$ cat config.mk
export PLATFORM = sky130hd
export DESIGN_NAME = rgb_to_hsv_convert
export DESIGN_NICKNAME = d
export VERILOG_FILES = /design/src/sv/rgb2hsv_pkg.sv /design/src/sv/rgb2hsv_front.sv /design/src/sv/rgb2hsv_fifo.sv /design/src/sv/rgb2hsv_back.sv /design/src/sv/rgb_to_hsv_convert.sv
export SDC_FILE = /design/constraint.sdc
export NUM_CORES = 1
export LEC_CHECK = 0
export BUFFER_PORTS_ARGS = -buffer_cell sky130_fd_sc_hd__buf_2
export CAP_MARGIN = 25
export CELL_PAD_IN_SITES_DETAIL_PLACEMENT = 1
export CELL_PAD_IN_SITES_GLOBAL_PLACEMENT = 2
export CORE_ASPECT_RATIO = 1.75
export CORE_MARGIN = 5
export CORE_UTILIZATION = 35
export CTS_BUF_LIST = sky130_fd_sc_hd__clkbuf_8 sky130_fd_sc_hd__clkbuf_16
export CTS_CLUSTER_SIZE = 12
export DETAILED_ROUTE_END_ITERATION = 8
export GPL_ROUTABILITY_DRIVEN = 0
export GPL_TIMING_DRIVEN = 0
export MAX_ROUTING_LAYER = met4
export PLACE_DENSITY = 0.65
export SYNTH_ARGS = -nofsm -noshare
export SYNTH_HDL_FRONTEND = slang
export SYNTH_HIERARCHICAL = 1
export SYNTH_SLANG_ARGS = --single-unit
$ cat constraint.sdc
create_clock -name i_clk -period 34.5 [get_ports i_clk]
set_clock_uncertainty 0.1 [all_clocks]
set_input_delay 1.725 -clock i_clk [delete_from_list [all_inputs] [get_ports i_clk]]
set_output_delay 1.725 -clock i_clk [all_outputs]
set_load 0.02 [all_outputs]
$ cat src/sv/rgb2hsv_pkg.sv
`timescale 1ns / 1ps
`default_nettype none
// ----------------------------------------------------------------------------
// rgb2hsv_pkg
// Shared types, constants and the divider step for the RGB to HSV converter.
// ----------------------------------------------------------------------------
package rgb2hsv_pkg;

    // hue sector offsets and full circle, in 1/64 degree
    localparam logic [14:0] HUE_SEC_G = 15'd7680;
    localparam logic [14:0] HUE_SEC_B = 15'd15360;
    localparam logic [14:0] HUE_FULL  = 15'd23040;

    // divider geometry: hue quotient is at most 3840, saturation at most 255
    localparam int HUE_QW = 12;
    localparam int SAT_QW = 8;
    localparam int N_STEP = HUE_QW;

    // queue between front and back
    localparam int FIFO_DEPTH = 4;
    localparam int FIFO_AW    = $clog2(FIFO_DEPTH);
    localparam int FIFO_CW    = $clog2(FIFO_DEPTH + 1);

    // which component is largest
    typedef enum logic [1:0] {
        SEC_R = 2'd0,
        SEC_G = 2'd1,
        SEC_B = 2'd2
    } t_sector;

    // classified pixel, front to back
    typedef struct packed {
        logic [7:0] mx;
        logic [7:0] delta;
        logic [7:0] mag;
        logic       neg;
        t_sector    sector;
    } t_work;

    // one stage of the divider pipeline
    typedef struct packed {
        logic [19:0] hnum;
        logic [7:0]  hrem;
        logic [11:0] hq;
        logic [15:0] snum;
        logic [7:0]  srem;
        logic [7:0]  sq;
        logic [7:0]  delta;
        logic [7:0]  mx;
        logic        neg;
        t_sector     sector;
    } t_stage;

    // one restoring division step: {quotient bit, new remainder}
    function automatic logic [8:0] div_step(input logic [7:0] rem, input logic nb,
                                            input logic [7:0] den);
        logic [8:0] t;
        logic [8:0] d;
        t = {rem, nb};
        d = {1'b0, den};
        if (t >= d) begin
            t = t - d;
            return {1'b1, t[7:0]};
        end
        return {1'b0, t[7:0]};
    endfunction

endpackage
`default_nettype wire

$ cat src/sv/rgb2hsv_front.sv
`timescale 1ns / 1ps
`default_nettype none
// ----------------------------------------------------------------------------
// rgb2hsv_front
// Accepts pixels and classifies them: max, delta, sector, hue difference.
// ----------------------------------------------------------------------------
module rgb2hsv_front (
    input  wire logic               i_clk,
    input  wire logic               i_rst_n,
    input  wire logic               i_valid,
    output logic                    o_stall,
    input  wire logic [7:0]         i_red,
    input  wire logic [7:0]         i_green,
    input  wire logic [7:0]         i_blue,
    output logic                    o_push,
    input  wire logic               i_full,
    output rgb2hsv_pkg::t_work      o_work
);

    logic               r_fv;
    rgb2hsv_pkg::t_work r_fw;
    rgb2hsv_pkg::t_work n_fw;
    logic               adv;
    logic [7:0]         mn;
    logic [7:0]         da;
    logic [7:0]         db;

    assign adv     = !r_fv || !i_full;
    assign o_stall = !adv;
    assign o_push  = r_fv;
    assign o_work  = r_fw;

    // max/min and sector; red wins ties, then green
    always_comb begin
        n_fw = '0;
        if (i_red >= i_green && i_red >= i_blue) begin
            n_fw.sector = rgb2hsv_pkg::SEC_R;
            n_fw.mx     = i_red;
            da          = i_green;
            db          = i_blue;
        end else if (i_green >= i_blue) begin
            n_fw.sector = rgb2hsv_pkg::SEC_G;
            n_fw.mx     = i_green;
            da          = i_blue;
            db          = i_red;
        end else begin
            n_fw.sector = rgb2hsv_pkg::SEC_B;
            n_fw.mx     = i_blue;
            da          = i_red;
            db          = i_green;
        end
        mn = i_red;
        if (i_green < mn) begin
            mn = i_green;
        end
        if (i_blue < mn) begin
            mn = i_blue;
        end
        n_fw.delta = n_fw.mx - mn;
        // signed difference as sign and magnitude
        n_fw.neg   = da < db;
        n_fw.mag   = (da < db) ? (db - da) : (da - db);
    end

    // front register
    always_ff @(posedge i_clk) begin
        if (!i_rst_n) begin
            r_fv <= 1'b0;
        end else if (adv) begin
            r_fv <= i_valid;
        end
    end

    always_ff @(posedge i_clk) begin
        if (adv) begin
            r_fw <= n_fw;
        end
    end

endmodule
`default_nettype wire

$ cat src/sv/rgb2hsv_fifo.sv
`timescale 1ns / 1ps
`default_nettype none
// ----------------------------------------------------------------------------
// rgb2hsv_fifo
// Short register queue that decouples the front from the divider pipeline.
// ----------------------------------------------------------------------------
module rgb2hsv_fifo (
    input  wire logic               i_clk,
    input  wire logic               i_rst_n,
    input  wire logic               i_push,
    input  wire rgb2hsv_pkg::t_work i_work,
    output logic                    o_full,
    input  wire logic               i_pop,
    output logic                    o_empty,
    output rgb2hsv_pkg::t_work      o_head
);

    rgb2hsv_pkg::t_work                 r_mem [0:rgb2hsv_pkg::FIFO_DEPTH-1];
    logic [rgb2hsv_pkg::FIFO_AW-1:0]    r_wp;
    logic [rgb2hsv_pkg::FIFO_AW-1:0]    r_rp;
    logic [rgb2hsv_pkg::FIFO_CW-1:0]    r_cnt;
    logic                               do_push;
    logic                               do_pop;

    assign o_full  = (r_cnt == rgb2hsv_pkg::FIFO_CW'(rgb2hsv_pkg::FIFO_DEPTH));
    assign o_empty = (r_cnt == '0);
    assign o_head  = r_mem[r_rp];
    assign do_push = i_push && !o_full;
    assign do_pop  = i_pop && !o_empty;

    // pointers and fill count
    always_ff @(posedge i_clk) begin
        if (!i_rst_n) begin
            r_wp  <= '0;
            r_rp  <= '0;
            r_cnt <= '0;
        end else begin
            if (do_push) begin
                r_wp <= r_wp + 1'b1;
            end
            if (do_pop) begin
                r_rp <= r_rp + 1'b1;
            end
            if (do_push && !do_pop) begin
                r_cnt <= r_cnt + 1'b1;
            end else if (do_pop && !do_push) begin
                r_cnt <= r_cnt - 1'b1;
            end
        end
    end

    // entry storage
    always_ff @(posedge i_clk) begin
        if (do_push) begin
            r_mem[r_wp] <= i_work;
        end
    end

endmodule
`default_nettype wire

$ cat src/sv/rgb2hsv_back.sv
`timescale 1ns / 1ps
`default_nettype none
// ----------------------------------------------------------------------------
// rgb2hsv_back
// Pipelined restoring dividers for hue and saturation, then hue assembly.
// ----------------------------------------------------------------------------
module rgb2hsv_back (
    input  wire logic               i_clk,
    input  wire logic               i_rst_n,
    input  wire logic               i_empty,
    input  wire rgb2hsv_pkg::t_work i_head,
    output logic                    o_pop,
    output logic                    o_valid,
    input  wire logic               i_stall,
    output logic [14:0]             o_hue,
    output logic [7:0]              o_saturation,
    output logic [7:0]              o_brightness,
    output logic                    o_hue_undefined
);

    localparam int NS   = rgb2hsv_pkg::N_STEP;
    localparam int SOFF = rgb2hsv_pkg::HUE_QW - rgb2hsv_pkg::SAT_QW;

    logic                   r_sv  [0:NS];
    rgb2hsv_pkg::t_stage    r_stg [0:NS];
    rgb2hsv_pkg::t_stage    n_stg [0:NS];
    logic                   adv;
    logic                   r_ov;
    logic [14:0]            r_hue;
    logic [7:0]             r_sat;
    logic [7:0]             r_bri;
    logic                   r_und;
    logic [14:0]            n_hue;
    logic [14:0]            q15;

    // whole pipeline moves unless a result is held by the receiver
    assign adv   = !r_ov || !i_stall;
    assign o_pop = adv && !i_empty;

    // stage 0: numerators from the queue head
    always_comb begin
        n_stg[0]        = '0;
        n_stg[0].hnum   = {i_head.mag, 12'd0} - {4'd0, i_head.mag, 8'd0};
        n_stg[0].hrem   = n_stg[0].hnum[19:12];
        n_stg[0].snum   = {i_head.delta, 8'd0} - {8'd0, i_head.delta};
        n_stg[0].srem   = n_stg[0].snum[15:8];
        n_stg[0].delta  = i_head.delta;
        n_stg[0].mx     = i_head.mx;
        n_stg[0].neg    = i_head.neg;
        n_stg[0].sector = i_head.sector;
    end

    // one quotient bit per stage; saturation runs in the last stages
    for (genvar k = 1; k <= NS; k++) begin : g_step
        localparam int HB = NS - k;
        logic [8:0] hs;
        logic [8:0] ss;
        always_comb begin
            n_stg[k] = r_stg[k-1];
            hs = rgb2hsv_pkg::div_step(r_stg[k-1].hrem, r_stg[k-1].hnum[HB],
                                       r_stg[k-1].delta);
            n_stg[k].hrem = hs[7:0];
            n_stg[k].hq   = {r_stg[k-1].hq[10:0], hs[8]};
            ss = '0;
            if (k > SOFF) begin
                ss = rgb2hsv_pkg::div_step(r_stg[k-1].srem, r_stg[k-1].snum[HB],
                                           r_stg[k-1].mx);
                n_stg[k].srem = ss[7:0];
                n_stg[k].sq   = {r_stg[k-1].sq[6:0], ss[8]};
            end
        end
    end

    // stage valid bits
    always_ff @(posedge i_clk) begin
        if (!i_rst_n) begin
            for (int i = 0; i <= NS; i++) begin
                r_sv[i] <= 1'b0;
            end
        end else if (adv) begin
            r_sv[0] <= !i_empty;
            for (int i = 1; i <= NS; i++) begin
                r_sv[i] <= r_sv[i-1];
            end
        end
    end

    // stage payload
    always_ff @(posedge i_clk) begin
        if (adv) begin
            for (int i = 0; i <= NS; i++) begin
                r_stg[i] <= n_stg[i];
            end
        end
    end

    // hue: sector offset plus or minus the quotient, wrapped below zero; zero when delta is zero
    always_comb begin
        q15 = {3'd0, r_stg[NS].hq};
        case (r_stg[NS].sector)
            rgb2hsv_pkg::SEC_R: n_hue = r_stg[NS].neg ? (rgb2hsv_pkg::HUE_FULL - q15) : q15;
            rgb2hsv_pkg::SEC_G: n_hue = r_stg[NS].neg ? (rgb2hsv_pkg::HUE_SEC_G - q15)
                                                      : (rgb2hsv_pkg::HUE_SEC_G + q15);
            rgb2hsv_pkg::SEC_B: n_hue = r_stg[NS].neg ? (rgb2hsv_pkg::HUE_SEC_B - q15)
                                                      : (rgb2hsv_pkg::HUE_SEC_B + q15);
            default:            n_hue = '0;
        endcase
        if (r_stg[NS].delta == '0) begin
            n_hue = '0;
        end
    end

    // output register
    always_ff @(posedge i_clk) begin
        if (!i_rst_n) begin
            r_ov <= 1'b0;
        end else if (adv) begin
            r_ov <= r_sv[NS];
        end
    end

    always_ff @(posedge i_clk) begin
        if (adv) begin
            r_hue <= n_hue;
            r_sat <= (r_stg[NS].mx == '0) ? 8'd0 : r_stg[NS].sq;
            r_bri <= r_stg[NS].mx;
            r_und <= (r_stg[NS].mx != '0) && (r_stg[NS].delta == '0);
        end
    end

    assign o_valid         = r_ov;
    assign o_hue           = r_hue;
    assign o_saturation    = r_sat;
    assign o_brightness    = r_bri;
    assign o_hue_undefined = r_und;

endmodule
`default_nettype wire

$ cat src/sv/rgb_to_hsv_convert.sv
`timescale 1ns / 1ps
`default_nettype none
// ----------------------------------------------------------------------------
// rgb_to_hsv_convert
// Converts one 8-bit RGB pixel to hue (1/64 degree), saturation and value.
// ----------------------------------------------------------------------------
// Usage:
//   Input channel: i_valid / o_stall with i_red, i_green, i_blue. A pixel is
//   taken at a clock edge with i_valid high and o_stall low.
//   Output channel: o_valid / i_stall with o_hue, o_saturation,
//   o_brightness, o_hue_undefined. A result is taken at an edge with o_valid
//   high and i_stall low; one result per pixel, in order.
//   Throughput: one pixel per clock while o_stall is low. From acceptance to
//   o_valid a pixel passes one front register, one queue slot, the divider
//   load stage, twelve divider stages (one quotient bit each) and the output
//   register. The twelve-bit hue quotient sets the pipeline depth.
//   Receiver stall: the divider pipeline holds while a result waits; the
//   four-entry queue keeps taking pixels until full, then o_stall rises.
//   Reset (i_rst_n low, synchronous) empties the queue and the pipeline;
//   no results are pending afterwards.
// ----------------------------------------------------------------------------
module rgb_to_hsv_convert (
    input  wire logic           i_clk,
    input  wire logic           i_rst_n,
    input  wire logic           i_valid,
    output logic                o_stall,
    input  wire logic [7:0]     i_red,
    input  wire logic [7:0]     i_green,
    input  wire logic [7:0]     i_blue,
    output logic                o_valid,
    input  wire logic           i_stall,
    output logic [14:0]         o_hue,
    output logic [7:0]          o_saturation,
    output logic [7:0]          o_brightness,
    output logic                o_hue_undefined
);

    logic               push;
    logic               full;
    logic               pop;
    logic               empty;
    rgb2hsv_pkg::t_work fwork;
    rgb2hsv_pkg::t_work head;

    // classify pixels
    rgb2hsv_front u_front (
        .i_clk   (i_clk),
        .i_rst_n (i_rst_n),
        .i_valid (i_valid),
        .o_stall (o_stall),
        .i_red   (i_red),
        .i_green (i_green),
        .i_blue  (i_blue),
        .o_push  (push),
        .i_full  (full),
        .o_work  (fwork)
    );

    // decoupling queue
    rgb2hsv_fifo u_fifo (
        .i_clk   (i_clk),
        .i_rst_n (i_rst_n),
        .i_push  (push),
        .i_work  (fwork),
        .o_full  (full),
        .i_pop   (pop),
        .o_empty (empty),
        .o_head  (head)
    );

    // dividers and result assembly
    rgb2hsv_back u_back (
        .i_clk           (i_clk),
        .i_rst_n         (i_rst_n),
        .i_empty         (empty),
        .i_head          (head),
        .o_pop           (pop),
        .o_valid         (o_valid),
        .i_stall         (i_stall),
        .o_hue           (o_hue),
        .o_saturation    (o_saturation),
        .o_brightness    (o_brightness),
        .o_hue_undefined (o_hue_undefined)
    );

endmodule
`default_nettype wire
======== Word-level counts from Yosys, hierarchy flattened ========
Memory sizes are Yosys's and may differ from the RTL's. A register that Yosys moved wholly into a read port is not among the register bits.
Cells that the tools add are included.
storage, ports and cells
  latch bits .............................. 0
  memory bits (read-only) ................. 0
  flip-flop bits (word level) ............. 67
  bits in writable memories ............... 1304
  memories kept ........................... 3
cells by class
  mux-type cells .......................... 118
  bitwise logic cells ..................... 13
  divide/modulo/power cells ............... 0
  eq/ne operators ......................... 3
  multiply operators ...................... 0
  magnitude comparators ................... 26
  shifts and indexed selects .............. 0
  reductions and logical operators ........ 24
  add/sub/neg operators ................... 34
memories
  name          words  width  rd ports  clocked after Yosys merged registers in  write ports  line                RTL
  u_back.r_stg  13     91     13        0                                        13           rgb2hsv_back.sv:25  rgb2hsv_pkg::t_stage r_stg [0:NS];
  u_fifo.r_mem  4      27     1         1                                        1            rgb2hsv_fifo.sv:18  rgb2hsv_pkg::t_work r_mem [0:rgb2hsv_pkg::FIFO_DEPTH-1];
  u_back.r_sv   13     1      13        1                                        13           rgb2hsv_back.sv:24  logic r_sv [0:NS];
operators by type and width
  cell                                                 count
  2-to-1 mux 9 bit                                     40
  2-to-1 mux 8 bit                                     29
  subtractor 8 bit                                     23
  >= comparator 9 x 8 -> 1 bit                         20
  2-to-1 mux 15 bit                                    3
  one-hot mux 15 bit (3 select lines)                  1
  2-to-1 mux 1 bit                                     40
  >= comparator 8 bit                                  3
  < comparator 8 bit                                   3
  subtractor 20 x 16 -> 20 bit                         1
  logical NOT 8 bit                                    2
  subtractor 16 x 8 -> 16 bit                          1
  adder 14 x 12 -> 15 bit (first input constant)       1
  subtractor 14 x 12 -> 15 bit (first input constant)  1
  subtractor 15 x 12 -> 15 bit (first input constant)  1
  adder 13 x 12 -> 14 bit (first input constant)       1
  subtractor 13 x 12 -> 14 bit (first input constant)  1
  OR 1 bit                                             13
  logical NOT 1 bit                                    9
  nonzero test 8 bit                                   1
  logical AND 1 bit                                    7
  2-to-1 mux 2 bit                                     3
  2-to-1 mux 3 bit                                     2
  adder 2 x 1 -> 2 bit (second input constant)         2
  other kinds (9)                                      10

======== Longest topological paths before layout ========
  depth in word-level cells ............... 7
  mapped depth ............................ 24
  mapped depth without buffers ............ 23

======== Modules after synthesis ========
Netlist, hierarchy kept.
modules (own cells, without submodules)
  module         area each (um^2)  cells an instance  instances
  rgb2hsv_back   29668.5           2041               1
  rgb2hsv_fifo   4400.5            189                1
  rgb2hsv_front  3196.8            365                1

======== Worst setup path after synthesis ========
OpenSTA, ideal clock, no wires.
  path type ............................... input to register
  start ................................... input port i_stall
  end ..................................... memory u_back.r_sv[9], data pin
  arrival time ............................ 21.093 ns
  path buffers ............................ 1
  cell stages on the path ................. 4
  data required time ...................... 34.133 ns
  slack ................................... 13.039 ns
  setup time .............................. 0.267 ns
  cell sequence ........................... and2_1 -> inv_1 -> clkbuf_1 -> and3_1
RTL lines
  element          line                      RTL
  start, declared  rgb_to_hsv_convert.sv:31  input wire logic i_stall,
  end, declared    rgb2hsv_back.sv:24

==> metrics.cfg <==
[clock_network]
tritoncts=built
cts.sinks=810
cts_resized=0
cts_htree_levels=3
cts_buffers=81
clkTransAtPathRegs_ps=60
clk_latency_ps=680
cts_root_buffer=clkbuf_16
ctsLongestPathBuffers=3
post-cts-setup-buffers=0
postCtsHoldBufs=0

[cells_and_area]
final-seq-area_um2=24100
area_growth_pct=12.5
drive_gt1_frac=0.126
fillers=10800
post-route-util=0.396
layout_common_cells=edfxtp_1, inv_1, ha_1, nor2_1, a21oi_1
fin_nets=3035
mostFrequentLayoutCell=edfxtp_1
antenna_cells=0
multi_input_comb_area_um2=12000

[pwr]
p_per_area_nw_per_um2=102
leakagePower_nw=16.2
irDropWorstVdd_uv=37.3

[grt]
grtUsageTotal=0.139
grt_pass1_wl_um=123000
grt_max_degree=70
antenna_found_initial=0
grt_overflow=0
grt_pass1_vias=23600

[routing]
vias_per_cell=5.01
vias=20800
drtPass1Iterations=5
wl_per_cell_um=18.6
drc_errors=0
wl_um=77300
drt_iter0_drc=803
ant_nets=0

[timing]
period_share=0.193
maxSlewViolCount=0
grt_setup_unrepaired=false
relSlewSlack=0.384
fin_crit_ps=6670
hold_viol=0
worst_pin_slew_ps=924
layout_setup_ws_ps=27830
fmax_mhz=150
setup_viol=0
finalSetupTns_ps=0

[outcome]
run_status=complete, no violations

[synthesis]
syn_area_per_cell_um2=14.4
ys_seq_area_frac=0.647
synth_top_area_cell=edfxtp_1
ys.flop_type=edfxtp_1
synth_fp_nets=2880
syn_area_um2=37300
netlist_top_cells_area=edfxtp_1, ha_1, mux2_2
syn_inst=2595
synth_edf_count=790
synth_warnings=6
synthArstFlopShare=0
synth_cell_types=76
synth_top_area_frac=0.637
synth-seq-cells=810

[setup_path]
crit_arrival_ps=7000
endpoint_kind=flip-flop
critPathLaunch=i_red[1]
worst_ep_required_time_ps=34830
critPathMaxFanout=10
setup.worst_path.start_class=input pin
path_class=in2reg
reg2reg_from=u_back/o_valid

[floorplan]
die_h_um=442
num_rows=158
fp.coreArea_um2=106000
initial_utilization=0.352
die-area_um2=113000
die_w_um=257
ios=62

[placement]
port_buffers=61
dp_hpwl_um=57600
place_ws_ps=27120

[flow_run]
drv_cap=0

[min_path]
min_path_type=reg2reg
min-delay-start=u_back/r_stg[1][233]

-- kinds of logic (layout without fill, tap and decap cells) --
kind of cell,after synthesis,in the layout,synth area share
flops,810,810,0.647
simple gates,492,492,0.0639
compound gates,485,485,0.0876
buf+inv,292,488,0.0313
fa+ha+maj,257,257,0.0907
mux,178,178,0.0602
xor+xnor,81,81,0.0190
-- area by class of cell --
class | instances | share of cell area
inverter | 261 | 0.0234
clock buffer | 83 | 0.0496
sequential | 810 | 0.576
tap | 1360 | 0.0406
buffer | 31 | 0.00451
multi-input combinational | 1493 | 0.286
clock inverter | 41 | 0.00600
timing repair buffer | 72 | 0.0145
-- power breakdown --
part           switching, mW  internal (mW)  total [mW]  leakage (nW)
sequential             0.178           1.63        1.81          8.25
combinational          0.919          0.754        1.67          6.77
clock                  0.364          0.433       0.798          1.22
total                   1.46           2.82        4.28          16.2
-- worst paths after layout --
kind              slack [ps]                    to  cells past startpoint
setup / recovery       27830    u_front/o_work[10]                     24
hold / removal           300  u_back/r_stg[1][325]                      0
setup reg to reg       31210  u_back/r_stg[0][434]                      7
hold reg to reg          300  u_back/r_stg[1][325]                      0
-- critical path, stage by stage --
cell	delay [ps]
buf_2	180
inv_1	90
ha_1	310
nor2b_1	160
o31a_1	300
o21ai_0	200
nand2b_1	70
buf_2	210
a221oi_2	470
buf_2	290
buf_2	260
nor2_1	100
a21o_1	170
ha_1	220
fa_1	410
nor2b_1	140
o211ai_1	100
a32o_1	300
buf_6	160
mux2_4	310
a311o_1	330
o21ai_2	190
o21bai_1	120
xor2_1	140
-- Yosys cell counts, types with 21 or more instances --
cell type and count:
o31a_1 21, nor2_1 196, nor2b_1 48, edfxtp_1 790, mux2i_1 56, and2_1 22
o21a_1 54, o21ai_0 107, nor3_1 39, mux4_2 27, mux2_2 94, a21boi_0 21
xnor2_1 68, inv_1 261, nand2_1 85, nand4_1 30, a21oi_1 116, a21o_1 47
fa_1 22, ha_1 235
-- through the flow --
step / hold slack, ps / power [mW] / cells / area, um2
floorplan: 300 / 3.01 / 2595 / 37300
global placement: 301 / 3.44 / 4016 / 39300
detailed placement: 305 / 3.53 / 4027 / 39600
CTS: 299 / 4.36 / 4151 / 41900
global route: 311 / 4.59 / 4151 / 41900
finish: 300 / 4.28 / 4151 / 41900
-- per-layer routing --
metal | up-vias | track usage | routed length [um]
met4 | 0 | 0.0738 | 4090
met3 | 182 | 0.0190 | 1970
met2 | 283 | 0.296 | 47900
li1 | 9957 | - | -
met1 | 10400 | 0.109 | 23300
met5 | - | - | 0
-- sequential cells by signal, indices dropped and copies added, names as in the netlist, 2 cells and up, named ones only --
| name | count |
|---|---|
| u_back/o_saturation | 8 |
| u_back/r_stg | 619 |
| u_back/r_sv | 13 |
| u_fifo/r_mem | 108 |
| u_back/o_hue | 15 |
| u_front/o_work | 27 |
| u_fifo/r_rp | 2 |
| u_fifo/r_cnt | 3 |
| u_fifo/r_wp | 2 |
| u_back/o_brightness | 8 |
Note: power is estimated with default switching activity, not from simulation.
